$ cat config.mk
export PLATFORM = sky130hd
export DESIGN_NAME = ale_cell
export DESIGN_NICKNAME = d
export VERILOG_FILES = /design/src/design/ale_pkg.sv /design/src/design/ale_cell.sv
export SDC_FILE = /design/constraint.sdc
export NUM_CORES = 1
export LEC_CHECK = 0
export ABC_CLOCK_PERIOD_IN_PS = 2000
export BUFFER_PORTS_ARGS = -buffer_cell sky130_fd_sc_hd__clkbuf_2
export CAP_MARGIN = 30
export CORE_MARGIN = 10
export CORE_UTILIZATION = 48
export CTS_BUF_LIST = sky130_fd_sc_hd__clkbuf_8
export DETAILED_ROUTE_END_ITERATION = 8
export HOLD_SLACK_MARGIN = 0.06
export PLACE_DENSITY = 0.89
export SKIP_CTS_REPAIR_TIMING = 1
export SYNTH_ARGS = -nofsm -noshare
export SYNTH_HDL_FRONTEND = slang
export SYNTH_SLANG_ARGS = --single-unit
$ cat constraint.sdc
create_clock -name clk_i -period 2 [get_ports clk_i]
set_input_delay 0.2 -clock clk_i [delete_from_list [all_inputs] [get_ports clk_i]]
set_output_delay 0.2 -clock clk_i [all_outputs]
set_load 0.03 [all_outputs]
$ cat src/design/ale_pkg.sv
// Package for the array list engine: command, status and cell control codes,
// plus default sizes and fixed field widths. No dependencies.

package ale_pkg;

  localparam int unsigned DepthDef   = 64;
  localparam int unsigned WidthDef   = 32;

  localparam int unsigned CmdW       = 4;
  localparam int unsigned ValW       = 32;
  localparam int unsigned PosW       = 6;
  localparam int unsigned CntOutW    = 7;
  localparam int unsigned StatW      = 3;
  localparam int unsigned InTdataW   = 48;
  localparam int unsigned OutTdataW  = 48;

  typedef enum logic [CmdW-1:0] {
    CMD_PUSH_HEAD = 4'd0,
    CMD_POP_HEAD  = 4'd1,
    CMD_PUSH_TAIL = 4'd2,
    CMD_POP_TAIL  = 4'd3,
    CMD_INSERT    = 4'd4,
    CMD_DELETE    = 4'd5,
    CMD_REPLACE   = 4'd6,
    CMD_READ      = 4'd7,
    CMD_FIND      = 4'd8,
    CMD_DEL_VALUE = 4'd9
  } cmd_e;

  typedef enum logic [StatW-1:0] {
    STAT_OK       = 3'd0,
    STAT_FULL     = 3'd1,
    STAT_EMPTY    = 3'd2,
    STAT_BADPOS   = 3'd3,
    STAT_NOTFOUND = 3'd4
  } status_e;

  // what each cell does with its stored word this cycle
  typedef enum logic [1:0] {
    CELL_HOLD,
    CELL_OPEN,   // make room: cells above the slot take the left neighbor
    CELL_CLOSE,  // remove: cells at and above the slot take the right neighbor
    CELL_LOAD    // overwrite the slot
  } cell_op_e;

  // what the search wave looks for
  typedef enum logic {
    SCAN_POS,
    SCAN_VAL
  } scan_kind_e;

  typedef enum logic [1:0] {
    FSM_IDLE,
    FSM_SCAN,
    FSM_DONE
  } fsm_e;

  typedef struct packed {
    cell_op_e   op;
    scan_kind_e kind;
  } cell_ctrl_t;

endpackage

$ cat src/design/ale_cell.sv
// One list cell: holds a single element and one stage of the search wave.
// Depends on ale_pkg.

module ale_cell import ale_pkg::*; #(
  parameter int unsigned DEPTH = DepthDef,
  parameter int unsigned WIDTH = WidthDef,
  parameter int unsigned INDEX = 0,
  localparam int unsigned IW = $clog2(DEPTH),
  localparam int unsigned CW = $clog2(DEPTH + 1)
) (
  input  logic             clk_i,
  input  logic             rst_ni,
  input  cell_ctrl_t       ctrl_i,
  input  logic [IW-1:0]    at_i,
  input  logic [CW-1:0]    cnt_i,
  input  logic [WIDTH-1:0] value_i,
  input  logic [WIDTH-1:0] left_i,
  input  logic [WIDTH-1:0] right_i,
  output logic [WIDTH-1:0] data_o,
  input  logic             hit_i,
  input  logic [WIDTH-1:0] sdata_i,
  input  logic [IW-1:0]    spos_i,
  output logic             hit_o,
  output logic [WIDTH-1:0] sdata_o,
  output logic [IW-1:0]    spos_o
);

  localparam logic [IW-1:0] MyIdx = IW'(INDEX);
  localparam logic [CW-1:0] MyCnt = CW'(INDEX);

  logic [WIDTH-1:0] data_q, data_d;
  logic             hit_q, hit_d;
  logic [WIDTH-1:0] sdata_q, sdata_d;
  logic [IW-1:0]    spos_q, spos_d;
  logic             match;

  always_comb begin
    data_d = data_q;
    case (ctrl_i.op)
      CELL_OPEN: begin
        if (MyIdx == at_i) begin
          data_d = value_i;
        end else if (MyIdx > at_i && MyCnt <= cnt_i) begin
          data_d = left_i;
        end
      end
      CELL_CLOSE: begin
        if (MyIdx >= at_i) begin
          data_d = right_i;
        end
      end
      CELL_LOAD: begin
        if (MyIdx == at_i) begin
          data_d = value_i;
        end
      end
      default: data_d = data_q;
    endcase
  end

  // first hit from the head wins; later cells only forward it
  assign match = (ctrl_i.kind == SCAN_POS) ? (MyIdx == at_i)
                                           : (data_q == value_i && MyCnt < cnt_i);

  always_comb begin
    if (hit_i) begin
      hit_d   = 1'b1;
      sdata_d = sdata_i;
      spos_d  = spos_i;
    end else begin
      hit_d   = match;
      sdata_d = data_q;
      spos_d  = MyIdx;
    end
  end

  always_ff @(posedge clk_i) begin
    data_q  <= data_d;
    sdata_q <= sdata_d;
    spos_q  <= spos_d;
  end

  always_ff @(posedge clk_i or negedge rst_ni) begin
    if (!rst_ni) begin
      hit_q <= 1'b0;
    end else begin
      hit_q <= hit_d;
    end
  end

  assign data_o  = data_q;
  assign hit_o   = hit_q;
  assign sdata_o = sdata_q;
  assign spos_o  = spos_q;

endmodule

==> results.sh <==
export IMPL_outcome="complete, no violations"
export IMPL_firstDrtPassIters=6
export IMPL_final_setup_tns_ns=0
export IMPL_fp_coreArea_um2=7290
export IMPL_power_density_nw_per_um2=647
export IMPL_reg2regPathDepth=5
export IMPL_syn_area_um2=3630
export IMPL_synth_cell_types=27
export IMPL_routed_via_count=3282
export IMPL_hold_violations=0
export IMPL_first_global_vias=3648
export IMPL_synth_warnings=0
export IMPL_clock_sinks=71
export IMPL_num_nets_final=695
export IMPL_critPathRequiredTime_ns=2.23
export IMPL_final_common_cell="clkbuf_2"
export IMPL_insertion_delay_ns=0.33
export IMPL_skew_ns=0.0102
export IMPL_path_clk_slew_ns=0.09
export IMPL_grtUsageTotal=0.210
export IMPL_die_y_um=107
export IMPL_drive_gt1_frac=0.567
export IMPL_slew_viol_final=0
export IMPL_worstSetupPathType="flop to flop"
export IMPL_worst_slack_ns=0.367
export IMPL_peakVddDrop_v=0.000381
export IMPL_crit_fanout=3
export IMPL_ys_seq_area_frac=0.482
export IMPL_cts_htree_levels=3
export IMPL_max_clock_path_buffers=2
export IMPL_numCtsBuffers=9
export IMPL_r2r_end="hit_o"
export IMPL_wl_per_cell_um=19.7
export IMPL_tritoncts="built"
export IMPL_relSlewSlack=0.653
export IMPL_synth_top_area_frac=0.265
export IMPL_grt_pass1_wl_mm=18.8
export IMPL_syn_inst=316
export IMPL_fillers=588
export IMPL_dp_slack_ns=0.290
export IMPL_fp_row_count=31
export IMPL_antenna_found_initial=1
export IMPL_postSynthAreaPerCell_um2=11.5
export IMPL_r2r_slack_ns=0.37
export IMPL_period_needed_ns=1.63
export IMPL_grt_remaining_overflow=0
export IMPL_fmax_mhz=612
export IMPL_crit_end="hit_o"
export IMPL_power_uw=3250
export IMPL_initial_core_util=0.497
export IMPL_drv_cap=0
export IMPL_final_cell_mix="clkbuf_2 (223), mux2_2 (60), dfxtp_1 (38)"
export IMPL_grt_max_degree=37
export IMPL_io_pin_count=224
export IMPL_drc=0
export IMPL_synthTopCellsByArea="edfxtp_1 (27%), dfxtp_1 (21%), mux2_2 (19%)"
export IMPL_diodes=0
export IMPL_design_die_area_um2=11400
export IMPL_startpoint="data_o[28]"
export IMPL_endpoint_kind="flop"
export IMPL_regArea_um2=1750
export IMPL_finalSetupViolCount=0
export IMPL_die_x_um=107
export IMPL_fin_crit_sh=0.817
export IMPL_rsz0062_at_grt="false"
export IMPL_detail_route_antenna_nets=0
export IMPL_ys_ff_latch=71
export IMPL_dr_first_iter_drc_count=86
export IMPL_cts_root_buffer="clkbuf_8"
export IMPL_io_buffers=223
export IMPL_arrival_ns=1.87
export IMPL_r2r_start="data_o[28]"
export IMPL_gp_congestion=0.845
export IMPL_drt_total_wl_mm=12.7
export IMPL_multi_input_area_um2=1760
export IMPL_hp_class="primary input to flop"
export IMPL_synth_largest_area_cell="edfxtp_1"
export IMPL_post_dp_hpwl_mm=10.6
export IMPL_via_per_inst=5.08
export IMPL_cp_start_kind="flop"
export IMPL_syn_nets=469
export IMPL_worst_slew_pin_slew_ns=0.521
export IMPL_syn_to_final_growth_pct=38.5
export IMPL_power_leakage_uw=0.00239
per-layer routing:
metal  wire, um  up-vias  GRT usage
met3       1120       20     0.0856
met4        238        2     0.0764
met5         13        -          0
met2       6610      150      0.383
met1       4760     1522      0.210
li1           -     1588          -
where the power goes:
group          internal (uW)  total (uW)  switching, uW  leakage, uW
logic                    290         622            332      0.00168
clock network            476        1040            561    0.0000817
registers               1570        1590           17.8     0.000629
total                   2340        3250            910      0.00239
state kept, by name (all words and copies together), names as in the netlist:
signal   flops
data_o      32
sdata_o     32
spos_o       6
hit_o        1
synth_stat cells (all sizes together):
master / instances
a211oi: 1
a21oi: 31
a222oi: 1
and2: 6
buf: 12
clkbuf: 6
dfrtp: 1
dfxtp: 38
edfxtp: 32
inv: 3
mux2: 60
mux2i: 31
nand2: 6
nand3: 2
nand3b: 2
nand4: 5
nor2: 36
nor3: 2
nor4: 6
o21ai: 5
o22ai: 1
xnor2: 16
xor2: 13
kinds of logic after synthesis:
| kind of cell | Yosys count | synth area share |
|---|---|---|
| compound gates | 39 | 0.0562 |
| xor+xnor | 29 | 0.0700 |
| simple gates | 65 | 0.0849 |
| buf+inv | 21 | 0.0352 |
| mux | 91 | 0.272 |
| flops | 71 | 0.482 |
how the worst min path moves through the flow:
stage | from | endpoint | slack, ns | cells after the start
after floorplan | rst_ni | hit_o | -0.1 | 0
after global placement | rst_ni | hit_o | -0.02 | 1
after detailed placement | rst_ni | hit_o | -0.02 | 1
after CTS | rst_ni | hit_o | -0.39 | 1
after global routing | spos_i[1] | spos_o[1] | 0.07 | 2
final | sdata_i[12] | sdata_o[12] | 0.06 | 3
final cells by class:
type / count / share of cell area
flip-flops and latches: 71 / 0.348
clock inverters: 6 / 0.00723
well taps: 99 / 0.0247
inverters: 3 / 0.00224
clock buffers: 10 / 0.0274
repair buffers: 233 / 0.240
multi-input cells: 224 / 0.350
stage by stage:
step | cells | instance area, um^2 | hold WS, ns | utilization
2_1_floorplan | 316 | 3630 | -0.0956 | -
3_3_place_gp | 629 | 4840 | -0.0247 | 0.663
3_5_place_dp | 629 | 4840 | -0.0185 | 0.663
4_1_cts | 645 | 5010 | -0.387 | 0.687
5_1_grt | 646 | 5020 | 0.0728 | 0.689
6_report | 646 | 5020 | 0.0645 | 0.689
critical path, stage by stage, from the launching register on:
cell      delay, ns
edfxtp_1       0.44
xnor2_1        0.25
nand4_1        0.19
nor4_1         0.28
nand4_1        0.12
o21ai_0        0.25
No activity file was read; power rests on OpenSTA's default activity.
